`src/design/gwpt_pkg.sv`:
```
// ----------------------------------------------------------------------------
// gwpt_pkg
// Shared types, constants and helpers for the grid wavefront path tracer.
// ----------------------------------------------------------------------------
package gwpt_pkg;

    localparam int LIST_DEPTH = 64;
    localparam int IDX_W      = $clog2(LIST_DEPTH);
    localparam int CNT_W      = $clog2(LIST_DEPTH + 1);

    typedef struct packed {
        logic [7:0] d;
        logic [7:0] x;
        logic [7:0] y;
    } entry_t;

    typedef struct packed {
        logic fwd;
        logic rev;
        logic copy;
    } chain_ctrl_t;

    typedef enum logic [1:0] {
        FUNC_START   = 2'd0,
        FUNC_ADD     = 2'd1,
        FUNC_ADVANCE = 2'd2,
        FUNC_TRACE   = 2'd3
    } func_t;

    typedef enum logic [2:0] {
        ST_DONE = 3'd0,
        ST_REPL = 3'd1,
        ST_IGN  = 3'd2,
        ST_FULL = 3'd3,
        ST_PATH = 3'd4
    } status_t;

    typedef enum logic [2:0] {
        S_IDLE,
        S_SCAN,
        S_WALK,
        S_COPY,
        S_EMIT,
        S_FINISH
    } state_t;

    function automatic logic adjacent(input entry_t a, input entry_t b);
        logic [8:0] ay;
        logic [8:0] ax;
        logic [8:0] by;
        logic [8:0] bx;
        ay = {1'b0, a.y};
        ax = {1'b0, a.x};
        by = {1'b0, b.y};
        bx = {1'b0, b.x};
        return ((ay == by) && ((ax == bx + 9'd1) || (bx == ax + 9'd1))) ||
               ((ax == bx) && ((ay == by + 9'd1) || (by == ay + 9'd1)));
    endfunction

endpackage

```
`src/design/grid_wavefront_path_tracer_unit.sv`:
```
// ----------------------------------------------------------------------------
// grid_wavefront_path_tracer_unit
// Lee router node list: start, add with duplicate search, advance and
// backward path trace over a ring of list cells.
// ----------------------------------------------------------------------------
// Channel | Dir | Payload
// s_axis  | in  | tuser: func; tdata: node_y, node_x, node_dist
// m_axis  | out | tuser: status; tdata: path_y, path_x, path_dist; tlast: last
//
// Start and advance pass through a finish state; add makes one full ring turn.
// Trace makes a reverse turn for the walk, a copy, and a forward turn that
// emits the path; emission stalls on m_axis_tready.
// One item at a time; a result waits in the output register.
// Reset clears control state; list contents are undefined until written.
module grid_wavefront_path_tracer_unit
    import gwpt_pkg::*;
(
    input  logic        clk,
    input  logic        rst_n,
    input  logic        s_axis_tvalid,
    output logic        s_axis_tready,
    input  logic [23:0] s_axis_tdata,   // node_y, node_x, node_dist
    input  logic [1:0]  s_axis_tuser,   // func
    output logic        m_axis_tvalid,
    input  logic        m_axis_tready,
    output logic [23:0] m_axis_tdata,   // path_y, path_x, path_dist
    output logic [2:0]  m_axis_tuser,   // status
    output logic        m_axis_tlast
);

    state_t            state_reg, state_next;
    logic [IDX_W-1:0]  step_reg, step_next;
    logic [CNT_W-1:0]  count_reg, count_next;
    logic [IDX_W-1:0]  expand_reg, expand_next;
    logic [CNT_W-1:0]  len_reg, len_next;
    logic              hit_reg, hit_next;
    status_t           st_reg, st_next;
    entry_t            cur_reg, cur_next;
    entry_t            in_reg, in_next;

    logic              out_valid_reg;
    entry_t            out_data_reg;
    status_t           out_st_reg;
    logic              out_last_reg;
    logic              out_load;
    entry_t            out_data;
    status_t           out_st;
    logic              out_last;
    logic              out_free;

    chain_ctrl_t       ctrl;
    entry_t            cells [LIST_DEPTH];
    entry_t            head_mod;
    logic              ld0;
    entry_t            ld_data;
    logic              ps_we;
    entry_t            tail;
    logic [IDX_W-1:0]  walk_idx;
    logic [IDX_W-1:0]  start_idx;
    logic              accept;
    logic              last_step;
    func_t             func_in;

    assign func_in   = func_t'(s_axis_tuser);
    assign accept    = s_axis_tvalid && s_axis_tready;
    assign out_free  = !out_valid_reg || m_axis_tready;
    assign last_step = (step_reg == IDX_W'(LIST_DEPTH - 1));
    assign tail      = cells[LIST_DEPTH-1];
    assign walk_idx  = IDX_W'(LIST_DEPTH - 1) - step_reg;
    assign start_idx = ({1'b0, expand_reg} >= CNT_W'(count_reg))
                       ? IDX_W'(count_reg - CNT_W'(1)) : expand_reg;
    assign s_axis_tready = (state_reg == S_IDLE);

    always_comb
    begin
        state_next = state_reg;
        unique case (state_reg)
            S_IDLE:
                if (accept)
                begin
                    unique case (func_in)
                        FUNC_ADD:   state_next = S_SCAN;
                        FUNC_TRACE: state_next = (count_reg == '0) ? S_FINISH : S_WALK;
                        default:    state_next = S_FINISH;
                    endcase
                end
            S_SCAN:   if (last_step) state_next = S_FINISH;
            S_WALK:   if (last_step) state_next = S_COPY;
            S_COPY:   state_next = S_EMIT;
            S_EMIT:
                if (last_step && ((CNT_W'(step_reg) >= len_reg) || out_free))
                    state_next = S_IDLE;
            S_FINISH: if (out_free) state_next = S_IDLE;
            default:  state_next = S_IDLE;
        endcase
    end

    always_comb
    begin
        step_next   = step_reg;
        count_next  = count_reg;
        expand_next = expand_reg;
        len_next    = len_reg;
        hit_next    = hit_reg;
        st_next     = st_reg;
        cur_next    = cur_reg;
        in_next     = in_reg;
        ctrl        = '0;
        head_mod    = cells[0];
        ld0         = 1'b0;
        ld_data     = in_reg;
        ps_we       = 1'b0;
        out_load    = 1'b0;
        out_data    = '0;
        out_st      = st_reg;
        out_last    = 1'b1;
        unique case (state_reg)
            S_IDLE:
                if (accept)
                begin
                    in_next   = entry_t'(s_axis_tdata);
                    step_next = '0;
                    st_next   = ST_DONE;
                    hit_next  = 1'b0;
                    len_next  = '0;
                    unique case (func_in)
                        FUNC_START:
                        begin
                            ld0         = 1'b1;
                            ld_data     = entry_t'(s_axis_tdata);
                            ld_data.d   = '0;
                            count_next  = CNT_W'(1);
                            expand_next = '0;
                        end
                        FUNC_ADVANCE:
                            if (expand_reg != IDX_W'(LIST_DEPTH - 1))
                                expand_next = expand_reg + IDX_W'(1);
                        default: ;
                    endcase
                end
            S_SCAN:
            begin
                ctrl.fwd = 1'b1;
                if (!hit_reg && (CNT_W'(step_reg) < count_reg) &&
                    (cells[0].y == in_reg.y) && (cells[0].x == in_reg.x))
                begin
                    hit_next = 1'b1;
                    if (in_reg.d < cells[0].d)
                    begin
                        head_mod.d = in_reg.d;
                        st_next    = ST_REPL;
                    end
                    else
                        st_next = ST_IGN;
                end
                else if (!hit_reg && (CNT_W'(step_reg) == count_reg))
                begin
                    hit_next   = 1'b1;
                    head_mod   = in_reg;
                    count_next = count_reg + CNT_W'(1);
                    st_next    = ST_DONE;
                end
                if (last_step && !hit_next)
                    st_next = ST_FULL;
                step_next = step_reg + IDX_W'(1);
            end
            S_WALK:
            begin
                ctrl.rev = 1'b1;
                if (walk_idx == start_idx)
                begin
                    cur_next = tail;
                    ps_we    = 1'b1;
                    len_next = CNT_W'(1);
                end
                else if ((len_reg != '0) && (cur_reg.d != '0) &&
                         (tail.d == cur_reg.d - 8'd1) && adjacent(cur_reg, tail))
                begin
                    cur_next = tail;
                    ps_we    = 1'b1;
                    len_next = len_reg + CNT_W'(1);
                end
                step_next = step_reg + IDX_W'(1);
            end
            S_COPY:
            begin
                ctrl.copy   = 1'b1;
                count_next  = len_reg;
                expand_next = '0;
                step_next   = '0;
            end
            S_EMIT:
                if (CNT_W'(step_reg) < len_reg)
                begin
                    if (out_free)
                    begin
                        out_load  = 1'b1;
                        out_data  = cells[0];
                        out_st    = ST_PATH;
                        out_last  = (CNT_W'(step_reg) + CNT_W'(1) == len_reg);
                        ctrl.fwd  = 1'b1;
                        step_next = step_reg + IDX_W'(1);
                    end
                end
                else
                begin
                    ctrl.fwd  = 1'b1;
                    step_next = step_reg + IDX_W'(1);
                end
            S_FINISH:
                out_load = out_free;
            default: ;
        endcase
    end

    genvar j;
    generate
        for (j = 0; j < LIST_DEPTH; j++)
        begin : g_cell
            entry_t up_in;
            entry_t dn_in;
            if (j == LIST_DEPTH - 1)
            begin : g_top
                assign up_in = head_mod;
            end
            else
            begin : g_mid
                assign up_in = cells[j+1];
            end
            if (j == 0)
            begin : g_bot
                assign dn_in = cells[LIST_DEPTH-1];
            end
            else
            begin : g_rest
                assign dn_in = cells[j-1];
            end
            gwpt_cell u_cell (
                .clk     (clk),
                .ctrl    (ctrl),
                .from_up (up_in),
                .from_dn (dn_in),
                .ld_en   ((j == 0) && ld0),
                .ld_data (ld_data),
                .ps_we   (ps_we && (len_reg == CNT_W'(j))),
                .ps_data (tail),
                .entry   (cells[j])
            );
        end
    endgenerate

    always_ff @(posedge clk or negedge rst_n)
    begin
        if (!rst_n)
        begin
            state_reg     <= S_IDLE;
            step_reg      <= '0;
            count_reg     <= '0;
            expand_reg    <= '0;
            len_reg       <= '0;
            hit_reg       <= 1'b0;
            st_reg        <= ST_DONE;
            out_valid_reg <= 1'b0;
        end
        else
        begin
            state_reg  <= state_next;
            step_reg   <= step_next;
            count_reg  <= count_next;
            expand_reg <= expand_next;
            len_reg    <= len_next;
            hit_reg    <= hit_next;
            st_reg     <= st_next;
            if (out_load)
                out_valid_reg <= 1'b1;
            else if (m_axis_tready)
                out_valid_reg <= 1'b0;
        end
    end

    always_ff @(posedge clk)
    begin
        cur_reg <= cur_next;
        in_reg  <= in_next;
        if (out_load)
        begin
            out_data_reg <= out_data;
            out_st_reg   <= out_st;
            out_last_reg <= out_last;
        end
    end

    assign m_axis_tvalid = out_valid_reg;
    assign m_axis_tdata  = out_data_reg;
    assign m_axis_tuser  = out_st_reg;
    assign m_axis_tlast  = out_last_reg;

endmodule

```
`src/design/gwpt_cell.sv`:
```
// ----------------------------------------------------------------------------
// gwpt_cell
// One list slot: a stored entry that shifts either way along the ring, and
// a path slot that is loaded into the entry on copy.
// ----------------------------------------------------------------------------
module gwpt_cell
    import gwpt_pkg::*;
(
    input  logic        clk,
    input  chain_ctrl_t ctrl,
    input  entry_t      from_up,
    input  entry_t      from_dn,
    input  logic        ld_en,
    input  entry_t      ld_data,
    input  logic        ps_we,
    input  entry_t      ps_data,
    output entry_t      entry
);

    entry_t entry_reg;
    entry_t entry_next;
    entry_t slot_reg;

    always_comb
    begin
        priority if (ld_en)
            entry_next = ld_data;
        else if (ctrl.copy)
            entry_next = slot_reg;
        else if (ctrl.fwd)
            entry_next = from_up;
        else if (ctrl.rev)
            entry_next = from_dn;
        else
            entry_next = entry_reg;
    end

    always_ff @(posedge clk)
    begin
        entry_reg <= entry_next;
        if (ps_we)
        begin
            slot_reg <= ps_data;
        end
    end

    assign entry = entry_reg;

endmodule

```
`config.mk`:
```
export PLATFORM = sky130hd
export DESIGN_NAME = grid_wavefront_path_tracer_unit
export DESIGN_NICKNAME = d
export VERILOG_FILES = /design/src/design/gwpt_pkg.sv /design/src/design/grid_wavefront_path_tracer_unit.sv /design/src/design/gwpt_cell.sv
export SDC_FILE = /design/constraint.sdc
export NUM_CORES = 2
export LEC_CHECK = 0
export BUFFER_PORTS_ARGS = -buffer_cell sky130_fd_sc_hd__buf_2
export CORE_UTILIZATION = 40
export DETAILED_ROUTE_END_ITERATION = 10
export HOLD_SLACK_MARGIN = 0.08
export PLACE_DENSITY = 0.62
export SYNTH_ARGS = -nofsm -noshare
export SYNTH_HDL_FRONTEND = slang
export SYNTH_SLANG_ARGS = --single-unit
export TNS_END_PERCENT = 1
```
`constraint.sdc`:
```
create_clock -name clk -period 143.9 [get_ports clk]
set_input_delay 43.17 -clock clk [delete_from_list [all_inputs] [get_ports clk]]
set_output_delay 43.17 -clock clk [all_outputs]
set_load 0.005 [all_outputs]
```
Word level (Yosys, flattened, before mapping). Cells that the tools add are included.

Logic and storage cells: 886. Bits in registers: 3182. Output and inout bits: 30.

Multiplexer cells: 258. Add/sub/neg operators: 12. Magnitude comparators: 5. Equality and inequality tests: 98. Reduce and logical (&&, ||, !) cells: 110.

Operator list (count): 2-to-1 mux 24 bit (200); equality test 7 x 6 -> 1 bit (second input constant) (32); equality test 7 x 5 -> 1 bit (second input constant) (16); logical AND 1 bit (76); equality test 7 x 4 -> 1 bit (second input constant) (8); 2-to-1 mux 7 bit (7); equality test 8 bit (5); 2-to-1 mux 3 bit (13); adder 8 x 1 -> 9 bit (second input constant) (4); equality test 8 x 9 -> 1 bit (4); 2-to-1 mux 6 bit (6); equality test 7 x 3 -> 1 bit (second input constant) (4); case mux 6 bit (2 select lines) (2); case mux 6 bit (4 select lines) (1); case mux 7 bit (3 select lines) (1); case mux 3 bit (6 select lines) (1); 2-to-1 mux 1 bit (17); 2-to-1 mux 16 bit (1); 2-to-1 mux 8 bit (2); adder 7 x 1 -> 7 bit (second input constant) (2); equality test 7 x 2 -> 1 bit (second input constant) (2); greater-or-equal comparator 6 x 7 -> 1 bit (2); logical NOT 7 bit (2); < comparator 6 x 7 -> 1 bit (2); 40 further kinds (73).

Logic depth before layout (Yosys ltp).
Depth after elaboration: 10. Mapped depth: 14. Gate-level depth less buffers: 10.

Hierarchy. From an unflattened synthesis, not the netlist that was laid out.

Cell total of the unflattened synthesis: 11010. Area, all modules: 158315.6 um2.

By module, submodules not included: gwpt_cell (instances 64, sequential area each 1441.4 um2, area an instance 2346.0 um2, cells each 158); grid_wavefront_path_tracer_unit (instances 1, sequential area each 3108.0 um2, area an instance 8171.6 um2, cells each 898).

Worst setup path before layout. OpenSTA, ideal clock, no wires.

Path type: reg-to-reg. Start: register state_reg[1]. End: register g_cell[0].u_cell.entry_reg (netlist bit g_cell[0].u_cell.entry[0]), enable pin. Clock period less this slack: 112324 ps. Arrival time: 111941 ps. Data required time: 143517 ps. Cell stages (with the launch flop): 5. Buffers on the path: 1. Setup time: 383 ps. Slack: 31576 ps. Cell sequence: dfrtp_1 > clkbuf_1 > nor2_1 > o21ai_0 > nand2b_1.

Cells in the longest elaborated chain, start to end: 5. Elaborated cells between the ends (all ways): 12. Classes of those cells: eq/ne: 4; mux: 5; reduce/logical: 3.

RTL lines: start: declaration (line grid_wavefront_path_tracer_unit.sv:31) `state_t state_reg, state_next;`; start signal: assignment (line grid_wavefront_path_tracer_unit.sv:267) `state_reg <= state_next;`; logical NOT 3 bit (line grid_wavefront_path_tracer_unit.sv:72, grid_wavefront_path_tracer_unit.sv:117); logical AND 1 bit (line grid_wavefront_path_tracer_unit.sv:65) `assign accept = s_axis_tvalid && s_axis_tready;`; 2-to-1 mux 1 bit (line grid_wavefront_path_tracer_unit.sv:119) `if (accept)`; 2-to-1 mux 1 bit (line grid_wavefront_path_tracer_unit.sv:117) `unique case (state_reg)`; nonzero test 4 bit (no line) (*); end signal: assignment (line gwpt_cell.sv:40) `entry_reg <= entry_next;`; end: declaration (line gwpt_cell.sv:20) `entry_t entry_reg;`.

Mark *: on every way between the ends. The rest lies on a longest branch, timed or not. A chain may end at the register's enable or synchronous reset.

==> metrics.md <==
| Metric | Value |
|---|---|
| Status | `finished clean` |
| DRC Markers | `0` |
| Pwr/cell area | `27.2 nW/µm²` |
| Avg Cell Area, Syn | `12.1 µm²` |
| TritonCTS Buffers | `328` |
| Ys Warns | `0` |
| Area leader, netlist | `edfxtp_1` |
| RSZ-0062 raised after global routing | `false` |
| Avg WL per Cell | `21.5 µm` |
| CP max-delay cell | `buf_4` |
| Worst path max stage delay | `0.91 ns` |
| Crit path kind | `in2reg` |
| Post-synthesis cell area | `130000 µm²` |
| Reg clk slew, reported paths | `0.06 ns` |
| Setup Buffers After CTS | `0` |
| Area added between synthesis and finish | `11.6%` |
| Worst hold endpoint | `g_cell[63].u_cell.entry[4]$_DFFE_PP_` |
| Initial antenna violation count | `10` |
| Cell row count | `208` |
| Slew Limit Fails | `0` |
| Number of top-level pins | `60` |
| Die W | `572 µm` |
| Post-synthesis sequential area ratio | `0.734` |
| Worst path required time | `144.62 ns` |
| Buffers added on ports | `59` |
| Antenna viol nets, final | `0` |
| Die area | `327000 µm²` |
| CP startpoint kind | `input pin` |
| Share of the synthesized area in the top cell type | `0.728` |
| Worst-margin pin slew | `1.21 ns` |
| Gpl congestion | `0.821` |
| CTS resizes | `0` |
| CP max FO | `86` |
| Largest net degree at the start of global routing | `273` |
| Clk sinks | `3181` |
| Slew HR | `0.194` |
| Multi-input logic area | `31800 µm²` |
| # setup viols final | `0` |
| Peak supply drop | `24.8 µV` |
| Post-synthesis register bit count | `3181` |
| CTS Root Cell | `clkbuf_16` |
| CTS Hold Buffers Added | `0` |
| Asr flop ratio synth | `0.0104` |
| Number of synthesized flops with an enable pin | `3148` |
| Total GRT Usage | `0.195` |
| Tmin final | `47.82 ns` |
| Final nets | `10700` |
| Syn nets | `10800` |
| Fillers | `28800` |
| Hold wc startpoint | `g_cell[63].u_cell.slot_reg[4]$_DFFE_PP_` |
| CP most frequent cell | `buf_4` |
| Cell variety after synth | `76` |
| DR vias/cell | `5.56` |
| Sequential standard cell area | `95400 µm²` |
| R2r startpoint | `state_reg[2]$_DFFE_PN0P_` |
| First-pass GRT wire length | `503000 µm` |
| H-tree Lvls | `5` |
| Hold_ws | `0.531 ns` |
| Synth top cells by count | `edfxtp_1, nand2_1, nor2_1` |
| FF-to-FF setup slack | `136.34 ns` |
| Drt first pass iters | `6` |
| GRT overflow | `0` |
| Top achievable clock speed | `20.9 MHz` |
| Detailed Route WL | `326000 µm` |
| Crit path cell chain | `buf_2 -> nor2b_1 -> a311o_2 -> buf_4 -> buf_4 -> buf_4 -> buf_4 -> nand2_1 -> a31oi_1` |
| Vias in the first global route | `84100` |
| Leak | `50.6 nW` |
| DP HPWL | `188000 µm` |
| TNS Setup | `0 ns` |
| Area of the core | `322000 µm²` |
| Hold Path Class | `reg2reg` |
| Clock Tree Buf Depth | `4` |
| Count leader, synth | `edfxtp_1` |
| Main synth FF type | `edfxtp_1` |
| Initial core utilization | `0.403` |
| Clock Skew | `0.0615 ns` |
| Fin. Hold Viols | `0` |
| Hold Crit Depth | `2` |
| Worst Reg-to-Reg Cells | `9` |
| DR vias | `84400` |
| Cells after Synth | `10800` |
| Max-cap viol count | `0` |
| Number of DRC markers in iteration 0 | `9161` |
| Die height | `572 µm` |
| Layout cells sized above 1 | `0.0716` |
| Dominant cells by area after synthesis | `edfxtp_1, nand2_1, a31oi_1, nor2_1, clkbuf_1` |
| Worst R2R End | `g_cell[38].u_cell.entry[13]$_DFFE_PP_` |
| Fin crit share | `0.332` |
| Setup crit end kind | `flop` |
| Clock Latency Late Sink | `0.93 ns` |
| CTS tree | `built` |
| Arrival time of the worst setup path | `48.55 ns` |
-- final cells by class --
class                      instances  area share
antenna                            9    0.000155
clock buffer                     417      0.0607
clock inverter                   177      0.0111
inverter                          43     0.00121
multi-input combinational       6813       0.219
sequential                      3181       0.658
tap                             4305      0.0372
timing repair buffer             237      0.0121
-- placed cells by master, fill, tap and decap left out, drive strengths merged, types with 22 or more instances in the layout --
cell    instances
a21oi          39
a31oi        1493
and2           29
and3           36
buf           237
bufinv         22
clkbuf        417
clkinv        137
dfrtp          33
edfxtp       3148
ha             38
inv            54
mux2i          22
nand2        3092
nand3          50
nor2         1609
nor3           27
o21ai         112
xnor2          39
xor2           41
-- kinds of logic after synthesis --
family                     count (synthesis)  synth area share
AOI/OAI and AO/OA                       1756            0.0856
muxes                                     24           0.00187
and+or+nand+nor                         4915             0.146
buffers and inverters                    771            0.0231
DFF                                     3181             0.734
adders and majority gates                 38           0.00366
xor gates and xnor gates                  80           0.00545
-- metrics by stage --
step	cell area, µm²	power [W]	setup slack, ns	utilization	cells
floorplan	130000	0.00401	31.58	-	10800
global placement	134000	0.00307	95.38	0.418	14600
detailed placement	134000	0.00312	95.27	0.418	14600
CTS	145000	0.00395	96.21	0.450	15200
global route	145000	0.00416	95.85	0.450	15200
finish	145000	0.00393	96.08	0.450	15200
-- worst max-delay path: cells and delay by family --
kind | cells | cell delay (ns)
and+or+nand+nor | 2 | 0.76
AOI/OAI and AO/OA | 2 | 1.06
buffers and inverters | 5 | 3.33
-- worst max path at each step --
stage	startpoint	slack, ns	to	cells past startpoint
2_1_floorplan	state_reg[1]$_DFFE_PN0P_	31.58	g_cell[0].u_cell.entry[0]$_DFFE_PP_	4
3_3_place_gp	m_axis_tready	95.38	g_cell[37].u_cell.entry[16]$_DFFE_PP_	9
3_5_place_dp	m_axis_tready	95.27	g_cell[35].u_cell.entry[10]$_DFFE_PP_	9
4_1_cts	m_axis_tready	96.21	g_cell[38].u_cell.entry[13]$_DFFE_PP_	9
5_1_grt	m_axis_tready	95.85	g_cell[35].u_cell.entry[17]$_DFFE_PP_	9
6_report	m_axis_tready	96.08	g_cell[38].u_cell.entry[13]$_DFFE_PP_	9
-- where the power goes --
part | switching (W) | total (W) | internal, W
Combinational | 0.000952 | 0.00134 | 0.000392
Sequential | 0.000167 | 0.00176 | 0.00159
Clock | 0.000361 | 0.000834 | 0.000473
-- metal layers --
layer / up-vias / global-route usage / part of all wire
li1: 38400 / - / -
met1: 42400 / 0.274 / 0.43
met2: 3025 / 0.317 / 0.48
met3: 496 / 0.0243 / 0.063
met4: 2 / 0.0578 / 0.026
met5: - / 0 / 0.000037
No activity file was read; power rests on OpenSTA's default activity.
